<file path="src/rlm_pkg.sv">
// ----------------------------------------------------------------------------
// rlm_pkg
// Shared types and codes for the resource lock manager.
// ----------------------------------------------------------------------------
package rlm_pkg;

  localparam int WHO_W = 4;   // requester id width
  localparam int RSEL_W = 2;  // resource index width on the ports
  localparam int VAL_W = 16;  // stored value width

  localparam logic CMD_REQUEST = 1'b0;
  localparam logic CMD_RELEASE = 1'b1;

  localparam logic KIND_GRANT = 1'b0;
  localparam logic KIND_DROP  = 1'b1;

  // controller -> datapath
  typedef struct packed {
    logic load;  // capture the request from the input ports
    logic exec;  // update the touched resource
  } rlm_cmd_t;

  // datapath -> controller
  typedef struct packed {
    logic emit;  // the request in execution produces a result
  } rlm_status_t;

endpackage

</file>
<file path="src/rlm_ctrl.sv">
// ----------------------------------------------------------------------------
// rlm_ctrl
// Two-state sequencer: capture a request, then execute it.
// ----------------------------------------------------------------------------
module rlm_ctrl import rlm_pkg::*; (
  input  logic        clk,
  input  logic        rst_n,
  input  logic        start,
  input  rlm_status_t status,
  output rlm_cmd_t    cmd,
  output logic        busy,
  output logic        out_valid
);

  localparam logic ST_IDLE = 1'b0;
  localparam logic ST_EXEC = 1'b1;

  logic state_r, state_nxt;
  logic out_valid_r;

  always_comb begin
    state_nxt = state_r;
    cmd.load  = 1'b0;
    cmd.exec  = 1'b0;
    unique case (state_r)
      ST_IDLE: begin
        if (start) begin
          cmd.load  = 1'b1;
          state_nxt = ST_EXEC;
        end
      end
      ST_EXEC: begin
        cmd.exec  = 1'b1;
        state_nxt = ST_IDLE;
      end
      default: state_nxt = ST_IDLE;
    endcase
  end

  always_ff @(posedge clk) begin
    if (!rst_n) begin
      state_r     <= ST_IDLE;
      out_valid_r <= 1'b0;
    end else begin
      state_r     <= state_nxt;
      out_valid_r <= cmd.exec & status.emit;
    end
  end

  assign busy      = (state_r == ST_EXEC);
  assign out_valid = out_valid_r;

endmodule

</file>
<file path="src/rlm_dp.sv">
// ----------------------------------------------------------------------------
// rlm_dp
// Per-resource flags, values, list counts and the wait list memory.
// ----------------------------------------------------------------------------
module rlm_dp import rlm_pkg::*; #(
  parameter int NUM_RESOURCES = 4,
  parameter int WAIT_DEPTH    = 16
) (
  input  logic              clk,
  input  logic              rst_n,
  input  rlm_cmd_t          cmd,
  output rlm_status_t       status,
  input  logic              in_command,
  input  logic [WHO_W-1:0]  in_requester,
  input  logic [RSEL_W-1:0] in_resource,
  input  logic [VAL_W-1:0]  in_new_value,
  output logic              out_kind,
  output logic [WHO_W-1:0]  out_grantee,
  output logic [RSEL_W-1:0] out_granted_resource,
  output logic [VAL_W-1:0]  out_resource_value
);

  localparam int RES_W = (NUM_RESOURCES > 1) ? $clog2(NUM_RESOURCES) : 1;
  localparam int IDX_W = (WAIT_DEPTH > 1) ? $clog2(WAIT_DEPTH) : 1;
  localparam int CNT_W = $clog2(WAIT_DEPTH + 1);
  localparam int MEM_DEPTH = 2 ** (RES_W + IDX_W);
  localparam logic [CNT_W-1:0] FULL_CNT = CNT_W'(WAIT_DEPTH);

  // resource state
  logic             free_r  [NUM_RESOURCES];
  logic [VAL_W-1:0] value_r [NUM_RESOURCES];
  logic [CNT_W-1:0] count_r [NUM_RESOURCES];

  // captured request
  logic              cmd_r;
  logic [WHO_W-1:0]  who_r;
  logic [RSEL_W-1:0] res_r;
  logic [RES_W-1:0]  idx_r;
  logic [VAL_W-1:0]  val_r;
  logic              inrange_r;

  // wait lists, one block of WAIT_DEPTH entries per resource
  logic [WHO_W-1:0]       wait_mem [MEM_DEPTH];
  logic [WHO_W-1:0]       top_r;
  logic [RES_W+IDX_W-1:0] rd_addr, wr_addr;
  logic                   we;

  // result payload
  logic              kind_r;
  logic [WHO_W-1:0]  grantee_r;
  logic [RSEL_W-1:0] gres_r;
  logic [VAL_W-1:0]  rval_r;

  logic             in_inrange;
  logic [RES_W-1:0] in_idx;
  logic [CNT_W-1:0] in_cnt_m1;

  logic             cur_free;
  logic [CNT_W-1:0] cur_cnt;
  logic             emit, kind_nxt, free_nxt, set_val;
  logic [WHO_W-1:0] grantee_nxt;
  logic [VAL_W-1:0] rval_nxt;
  logic [CNT_W-1:0] cnt_nxt;

  // top-of-list read issued from the ports so the data is ready in EXEC
  assign in_inrange = (32'(in_resource) < NUM_RESOURCES);
  assign in_idx     = in_inrange ? RES_W'(in_resource) : '0;
  assign in_cnt_m1  = count_r[in_idx] - CNT_W'(1);
  assign rd_addr    = {in_idx, in_cnt_m1[IDX_W-1:0]};

  assign cur_free = free_r[idx_r];
  assign cur_cnt  = count_r[idx_r];
  assign wr_addr  = {idx_r, cur_cnt[IDX_W-1:0]};

  always_comb begin
    emit        = 1'b0;
    kind_nxt    = KIND_GRANT;
    grantee_nxt = who_r;
    rval_nxt    = '0;
    free_nxt    = cur_free;
    cnt_nxt     = cur_cnt;
    set_val     = 1'b0;
    we          = 1'b0;
    if (cmd.exec && inrange_r) begin
      priority if (cmd_r == CMD_RELEASE) begin
        set_val = 1'b1;
        if (cur_cnt != '0) begin
          // hand over to the most recent waiter
          emit        = 1'b1;
          grantee_nxt = top_r;
          rval_nxt    = val_r;
          cnt_nxt     = cur_cnt - CNT_W'(1);
          free_nxt    = 1'b0;
        end else begin
          free_nxt = 1'b1;
        end
      end else if (cur_cnt >= FULL_CNT) begin
        emit     = 1'b1;
        kind_nxt = KIND_DROP;
      end else if (cur_free) begin
        // push then pop of the same entry: grant directly
        emit     = 1'b1;
        rval_nxt = value_r[idx_r];
        free_nxt = 1'b0;
      end else begin
        we      = 1'b1;
        cnt_nxt = cur_cnt + CNT_W'(1);
      end
    end
  end

  assign status.emit = emit;

  always_ff @(posedge clk) begin
    if (we) begin
      wait_mem[wr_addr] <= who_r;
    end
    top_r <= wait_mem[rd_addr];
  end

  always_ff @(posedge clk) begin
    if (cmd.load) begin
      cmd_r     <= in_command;
      who_r     <= in_requester;
      res_r     <= in_resource;
      idx_r     <= in_idx;
      val_r     <= in_new_value;
      inrange_r <= in_inrange;
    end
    if (emit) begin
      kind_r    <= kind_nxt;
      grantee_r <= grantee_nxt;
      gres_r    <= res_r;
      rval_r    <= rval_nxt;
    end
  end

  always_ff @(posedge clk) begin
    if (!rst_n) begin
      for (int i = 0; i < NUM_RESOURCES; i++) begin
        free_r[i]  <= 1'b1;
        value_r[i] <= '0;
        count_r[i] <= '0;
      end
    end else if (cmd.exec && inrange_r) begin
      free_r[idx_r]  <= free_nxt;
      count_r[idx_r] <= cnt_nxt;
      if (set_val) begin
        value_r[idx_r] <= val_r;
      end
    end
  end

  assign out_kind             = kind_r;
  assign out_grantee          = grantee_r;
  assign out_granted_resource = gres_r;
  assign out_resource_value   = rval_r;

`ifndef ASSERT_OFF
  // list count never passes the depth
  a_cnt_bound: assert property (@(posedge clk) disable iff (!rst_n)
    cmd.exec |-> cur_cnt <= FULL_CNT)
    else $error("wait count beyond depth");
  // a free resource never holds waiters
  a_free_empty: assert property (@(posedge clk) disable iff (!rst_n)
    (cmd.exec && inrange_r && cur_free) |-> cur_cnt == '0)
    else $error("free resource with waiters");
  // a drop reports a zero value
  a_drop_zero: assert property (@(posedge clk) disable iff (!rst_n)
    (emit && kind_nxt == KIND_DROP) |-> rval_nxt == '0)
    else $error("drop with nonzero value");
`endif

endmodule

</file>
<file path="src/resource_lock_manager.sv">
// ----------------------------------------------------------------------------
// resource_lock_manager
// Lock manager with a LIFO wait list per resource; grants and overflow drops.
// ----------------------------------------------------------------------------
//  channel  | handshake                     | payload
//  ---------+-------------------------------+------------------------------------
//  request  | start & !busy                 | in_command, in_requester,
//           |                               | in_resource, in_new_value
//  result   | out_valid, one cycle, no stall| out_kind, out_grantee,
//           |                               | out_granted_resource,
//           |                               | out_resource_value
//
// Every request has a capture step (which also reads the top
// of the resource's wait list from the memory port) and an execute step
// that updates flag, count, value and list. busy is high in the execute cycle.
// A result, if any, shows on the out_ ports for one cycle right after execute,
// while the next request may already be accepted. The receiver cannot stall.
// Synchronous active-low reset frees every resource, zeroes values and empties
// all lists; list memory contents are not cleared, so no clearing pass is needed.
// ----------------------------------------------------------------------------
module resource_lock_manager import rlm_pkg::*; #(
  parameter int NUM_RESOURCES = 4,
  parameter int WAIT_DEPTH    = 16
) (
  input  logic              clk,
  input  logic              rst_n,
  input  logic              start,
  output logic              busy,
  input  logic              in_command,
  input  logic [WHO_W-1:0]  in_requester,
  input  logic [RSEL_W-1:0] in_resource,
  input  logic [VAL_W-1:0]  in_new_value,
  output logic              out_valid,
  output logic              out_kind,
  output logic [WHO_W-1:0]  out_grantee,
  output logic [RSEL_W-1:0] out_granted_resource,
  output logic [VAL_W-1:0]  out_resource_value
);

  rlm_cmd_t    cmd;     // sequencer commands
  rlm_status_t status;  // result present in the execute cycle

  rlm_ctrl u_ctrl (
    .clk       (clk),
    .rst_n     (rst_n),
    .start     (start),
    .status    (status),
    .cmd       (cmd),
    .busy      (busy),
    .out_valid (out_valid)
  );

  rlm_dp #(
    .NUM_RESOURCES (NUM_RESOURCES),
    .WAIT_DEPTH    (WAIT_DEPTH)
  ) u_dp (
    .clk                  (clk),
    .rst_n                (rst_n),
    .cmd                  (cmd),
    .status               (status),
    .in_command           (in_command),
    .in_requester         (in_requester),
    .in_resource          (in_resource),
    .in_new_value         (in_new_value),
    .out_kind             (out_kind),
    .out_grantee          (out_grantee),
    .out_granted_resource (out_granted_resource),
    .out_resource_value   (out_resource_value)
  );

`ifndef ASSERT_OFF
  // an accepted request always executes in the next cycle
  a_accept_exec: assert property (@(posedge clk) disable iff (!rst_n)
    (start && !busy) |=> busy)
    else $error("accepted request not executed");
  // busy drops again in the cycle after execute
  a_exec_once: assert property (@(posedge clk) disable iff (!rst_n)
    busy |=> !busy)
    else $error("busy longer than one cycle");
  // a result only follows an execute cycle
  a_result_after_exec: assert property (@(posedge clk) disable iff (!rst_n)
    out_valid |-> $past(busy))
    else $error("result without execute");
`endif

endmodule
</file>
<file path="config.mk">
export PLATFORM = sky130hd
export DESIGN_NAME = resource_lock_manager
export DESIGN_NICKNAME = d
export VERILOG_FILES = /design/src/rlm_pkg.sv /design/src/rlm_ctrl.sv /design/src/rlm_dp.sv /design/src/resource_lock_manager.sv
export SDC_FILE = /design/constraint.sdc
export NUM_CORES = 1
export LEC_CHECK = 0
export BUFFER_PORTS_ARGS = -buffer_cell sky130_fd_sc_hd__clkbuf_2
export CAP_MARGIN = 10
export CORE_ASPECT_RATIO = 1.25
export CORE_MARGIN = 2
export CORE_UTILIZATION = 53
export DETAILED_ROUTE_END_ITERATION = 6
export PLACE_DENSITY_LB_ADDON = 0.05
export RECOVER_POWER = 50
export SETUP_SLACK_MARGIN = 0.5
export SYNTH_ARGS = -nofsm -noshare
export SYNTH_HDL_FRONTEND = slang
export SYNTH_SLANG_ARGS = --single-unit
</file>
<file path="constraint.sdc">
create_clock -name clk -period 3.9 [get_ports clk]
set_clock_uncertainty 0.15 [all_clocks]
set_input_delay 0.195 -clock clk [delete_from_list [all_inputs] [get_ports clk]]
set_output_delay 0.195 -clock clk [all_outputs]
set_load 0.05 [all_outputs]
</file>
# == Word level (Yosys, flattened, before mapping) ==
# Memory sizes are Yosys's and may differ from the RTL's. A register that Yosys moved wholly into a read port is not among the register bits.
# Cells that the tools add are included.
# word_totals
regBits,48
inputBits,26
ramBits,344
memories,4
output_inout_bits,25
elab_cells,80
# op_classes
reduce_logical,5
order_cmp,1
n_mux,54
n_addsub,3
bitwise,3
# memory_table
name,words,width,rd,rd_clocked_by_memory_dff,write_ports,line,text
u_dp.wait_mem,64,4,1,1,1,rlm_dp.sv:43,logic [WHO_W-1:0] wait_mem [MEM_DEPTH];
u_dp.value_r,4,16,1,1,4,rlm_dp.sv:31,logic [VAL_W-1:0] value_r [NUM_RESOURCES];
u_dp.count_r,4,5,2,1,4,rlm_dp.sv:32,logic [CNT_W-1:0] count_r [NUM_RESOURCES];
u_dp.free_r,4,1,1,1,4,rlm_dp.sv:30,logic free_r [NUM_RESOURCES];
# ops
op,n
$mux W16,5
$mux W1,33
$mux W5,6
$reduce_or A16 Y1,1
$mux W2,6
$mux W4,3
$add A5 B1 Y5 const B,1
$ge A5 B5 Y1 const B,1
$reduce_bool A5 Y1,1
$reduce_or A5 Y1,1
$sub A5 B1 Y5 const B,1
$sub A4 B1 Y4 const B,1
$not A1 Y1,2
$pmux W1 S2,1
$reduce_or A2 Y1,1
$and A1 B1 Y1,1
$reduce_or A1 Y1,1

# == Depth between registers and ports, before layout ==
# depth
ltp_word,8
ltp_mapped,14
depth_no_buf,9

# == By module ==
# Synthesis repeated with hierarchy kept, for this count alone.
# hier_totals
hier_cells,1080
area_unflattened_um2,16184.3
# by_module_without_submodules
module,n_inst,area_each_um2,cells_each,seq_area_each_um2
rlm_dp,1,16102.9,1073,11831.3
rlm_ctrl,1,81.3,7,40.0

# == Worst setup path after synthesis ==
# No wires, ideal clock.
# synth_path
path_kind,register to register
from,register (tool-made name)
to,"register u_dp.gres_r[0], in the netlist u_dp.out_granted_resource[0] (enable)"
stages_incl_launch_ff,7
n_path_buf,1
synth_period_minus_slack_ns,3.232
arrival_time_ns,2.670
setup_time_ns,0.412
setup_slack_ns,0.668
required_time_ns,3.338
path_cell_list,dfxtp_1 buf_1 mux4_2 inv_1 ha_1 nor4b_4 a21oi_1
# synth_rtl
item,line,text
end signal: assignment,rlm_dp.sv:133,gres_r <= res_r;
end: declaration,rlm_dp.sv:51,logic [RSEL_W-1:0] gres_r;

# == Final worst setup path ==
# layout_path
from,register u_dp.who_r[2]
to,"memory u_dp.wait_mem[47][2], data pin"
# layout_rtl
item,line,text
start: declaration,rlm_dp.sv:36,logic [WHO_W-1:0] who_r;
start signal: assignment,rlm_dp.sv:124,who_r <= in_requester;
end: declaration,rlm_dp.sv:43,
# No word-level cell before the write port.

==> summary.txt <==
Route
  • Via Count: between 9,000 and 10,000
  • Drt first pass iters: 5
  • DR vias/cell: roughly 6.0
  • WL met2: about 20,000 µm
  • Wire length on met1: about 15,000 µm
  • Routed WL: 38,500 µm
  • Met3 WL: between 2000 and 2500 µm
  • Initial drt markers: 740
  • DRC Markers: 0
  • DR top layer: met4
  • WL per Instance: between 20 and 25 µm
  • Remaining antenna violation count: 0

Clock network
  • Number of post-CTS setup repair buffers: 0
  • CTS tree: done
  • Clk Latency, worst-skew pair: 0.54 ns
  • Clk root buf: clkbuf_16
  • Depth of the CTS H-tree: 2
  • CTS Buffer Depth: 3
  • Sink Count: ~400
  • CTS Buf Count: 38
  • Clk slew on worst S/H paths: approximately 0.060 ns

Power
  • P_sw: between 0.002 and 0.0025 W
  • Combinational Power Share: approximately a tenth
  • Peak supply drop: around 0.4 mV
  • Seq pwr share: 51.1%
  • Pwr dens: 516 mW/mm²
  • Internal power: ~0.0072 W
  • P_leak: 6.16 nW
  • Clk network pwr share: roughly two fifths
  • Sw frac: 23.9%
  • Tot Pwr: 0.00949 W

GRT
  • First-pass GRT wire length: approximately 58,000 µm
  • Initial antenna violation count: 0
  • Largest net degree at the start of global routing: 130
  • GRT Util Overall: roughly 24%
  • GRT overflow: 0
  • Vias in the first global route: around 9,600

Critical path
  • Startpoint types: register
  • Slowest cell delay on critical path: 2.19 ns
  • Crit path kind: reg -> reg
  • CP delay by family, top: buffers and inverters
  • CP max FO: 65
  • CP required: around 3.6 ns
  • CP arrival: between 3 and 4 ns
  • Critical Path Slowest Stage Cell: clkbuf_1
  • Worst path bufs/invs: 1
  • Nature of the critical path endpoint: register
  • Critical path cell sequence: clkbuf_1

Floorplan
  • Initial Utilization: a little over half
  • Die W: around 160 µm
  • Die Ht: about 200 µm
  • Row count: 71
  • Area of the core: between 0.03 and 0.04 mm²
  • Die footprint: approximately 0.032 mm²
  • # IOs: 51

Placement
  • GPL Wtd Cong: between 0.7 and 0.8
  • Place WS: ~0.35 ns
  • DPL Wire Length: around 24,000 µm
  • PortBufs: 50
  • Placed Cells: 1,514

Logic synthesis
  • Post-synthesis sequential area ratio: between 70% and 80%
  • Yosys top cell by area: edfxtp_1
  • Post-synth net total: between 1,000 and 1,500
  • Synth top area share: slightly above 70%
  • Synth Cell Area: about 0.016 mm²
  • Synth cell types: between 40 and 50
  • Asr flop ratio synth: 0%
  • Synth warn: 0
  • Commonest cells post-synth: edfxtp_1 (390), nand2_1 (174), nor2_1 (140)
  • Number of synthesized flops with an enable pin: slightly below 400
  • Synthesized flop and latch total: 398
  • Top-count cell post-synth: edfxtp_1
  • Synthesized instance count: ~1,100
  • Area contributors post-synth: edfxtp_1 (72%), nand2_1 (4.0%), mux2i_1 (4.0%)
  • Main flop type after synthesis: edfxtp_1
  • Syn Area/Cell: roughly 15 µm²

Run status
  • Failing checks: capacitance limit, slew limit
  • Status: finished with violations

Layout
  • Fraction of layout cells with a size suffix above 1: 12.1%
  • Seq. cell area: 0.0119 mm²
  • Ant diodes: 0
  • Finished Layout Cells: ~1,600
  • Final #Nets: between 1,000 and 1,500
  • FILL cells: about 2,300
  • Multi-input gate area in the final layout: just over 0.004 mm²
  • Area Growth Syn to Fin: 12.8%

Timing
  • RSZ-0062 raised after global routing: yes
  • Tightest Pin Transition: between 3 and 4 ns
  • Final Max Tran Viols: 66
  • Slew headroom: -109%
  • Setup Viol. Count Final: 0
  • Final Cycle Share: between 80% and 90%
  • Final min period: 3.36 ns
  • Fmax: 0.298 GHz
  • Setup ws final: 0.544 ns
  • Final hold viol count: 0
  • Setup_tns: 0 ns

Min path
  • Hold/Removal Path Class: in -> reg

Run
  • Max cap viols: 1
## path summary, 6_finish.rpt
kind                           startpoint                                       end  cells after the start  slack, ns
setup reg to reg  u_dp.who_r[2]$_DFFE_PP_            u_dp.wait_mem[47][2]$_DFFE_PP_                      1       0.54
hold reg to reg   u_dp.val_r[9]$_DFFE_PP_  u_dp.out_resource_value[9]$_SDFFCE_PN0P_                      1       0.42
hold / removal                      rst_n                    u_ctrl.busy$_SDFF_PN0_                      2       0.01
setup / recovery  u_dp.who_r[2]$_DFFE_PP_            u_dp.wait_mem[47][2]$_DFFE_PP_                      1       0.54
## power by group through the flow
stage	clock network, W	registers [W]	logic [W]
3_5_place_dp	0	0.00493	0.000972
3_3_place_gp	0	0.00493	0.000972
4_1_cts	0.00371	0.00484	0.000993
2_1_floorplan	0	0.00497	0.000598
6_report	0.00366	0.00485	0.000985
5_1_grt	0.00386	0.00485	0.00106
## kinds of logic (layout without fill, tap and decap cells)
group | count (synthesis) | count (layout) | synth area share [%]
flip-flops | 398 | 398 | 72.9
AO/OA/AOI/OAI | 112 | 112 | 5.71
XOR/XNOR | 8 | 8 | 0.476
AND/OR/NAND/NOR | 390 | 390 | 10.3
multiplexers | 95 | 95 | 7.79
buffers and inverters | 93 | 196 | 2.53
adder cells (fa/ha/maj) | 4 | 4 | 0.307
## metrics by stage
step           cell area (µm²)  util (%)  hold WS (ns)
2_1_floorplan            16300         -         0.144
3_3_place_gp             17000      56.2         0.221
3_5_place_dp             17000      56.2         0.224
4_1_cts                  18400      61.1       0.00676
5_1_grt                  18400      60.9        0.0516
6_report                 18400      60.9        0.0120
## state kept, by name, summed over array words and instances (netlist names), 2 cells and up, named ones only
register and cells:
u_dp.out_grantee 4, u_dp.free_r 4, u_dp.count_r 20, u_dp.out_granted_resource 2, u_dp.wait_mem 256, u_dp.value_r 64, u_dp.who_r 4, u_dp.top_r 4
u_dp.out_resource_value 16, u_dp.res_r 2, u_dp.val_r 16
## timing repair
action,in CTS,in global routing
gates resized for setup,0,5
endpoints found under the hold margin,23,0
endpoints found under the setup margin,0,28
hold buffers,22,0
## placed cells by master (no fill, tap or decap), types with 3 or more instances in the layout
cell type      netlist  final
edfxtp_1           390    390
clkinv_2             0      6
clkbuf_2             0     23
dfxtp_1              8      8
bufinv_16            0      3
mux2i_1             65     65
ha_1                 4      4
nand2_2              4      4
o21ai_0             13     12
clkbuf_8             0      4
and4_1               3      3
nand3_1             25     24
a32o_1              20     20
mux2_2               5      4
clkinv_1             0      6
nor2_1             140    139
and2_1               5      5
clkbuf_1            33     44
clkbuf_16            0     39
nand4_1             13     13
nor2b_1              6      5
inv_1               27     26
a31oi_1              8      8
nand2b_1             7      7
nand2_1            174    174
a32oi_1             59     59
xnor2_1              5      4
buf_4                5     15
mux4_2              25     24
o311a_1              3      3
dlygate4sd3_1        0     22
## layout make-up
| cell class | instances | share of cell area, % |
|---|---|---|
| clock buffer | 48 | 5.71 |
| inverter | 27 | 0.551 |
| clock inverter | 20 | 1.00 |
| tap | 401 | 2.73 |
| multi-input combinational | 609 | 22.0 |
| timing repair buffer | 101 | 3.45 |
| sequential | 398 | 64.6 |
## metal layers
| layer | vias to the layer above | global-route usage (%) |
|---|---|---|
| met3 | 88 | 4.26 |
| li1 | 4315 | - |
| met1 | 4765 | 29.8 |
| met2 | 379 | 43.4 |
| met5 | - | 0 |
| met4 | 0 | 10.3 |
Note: power is estimated with default switching activity, not from simulation.
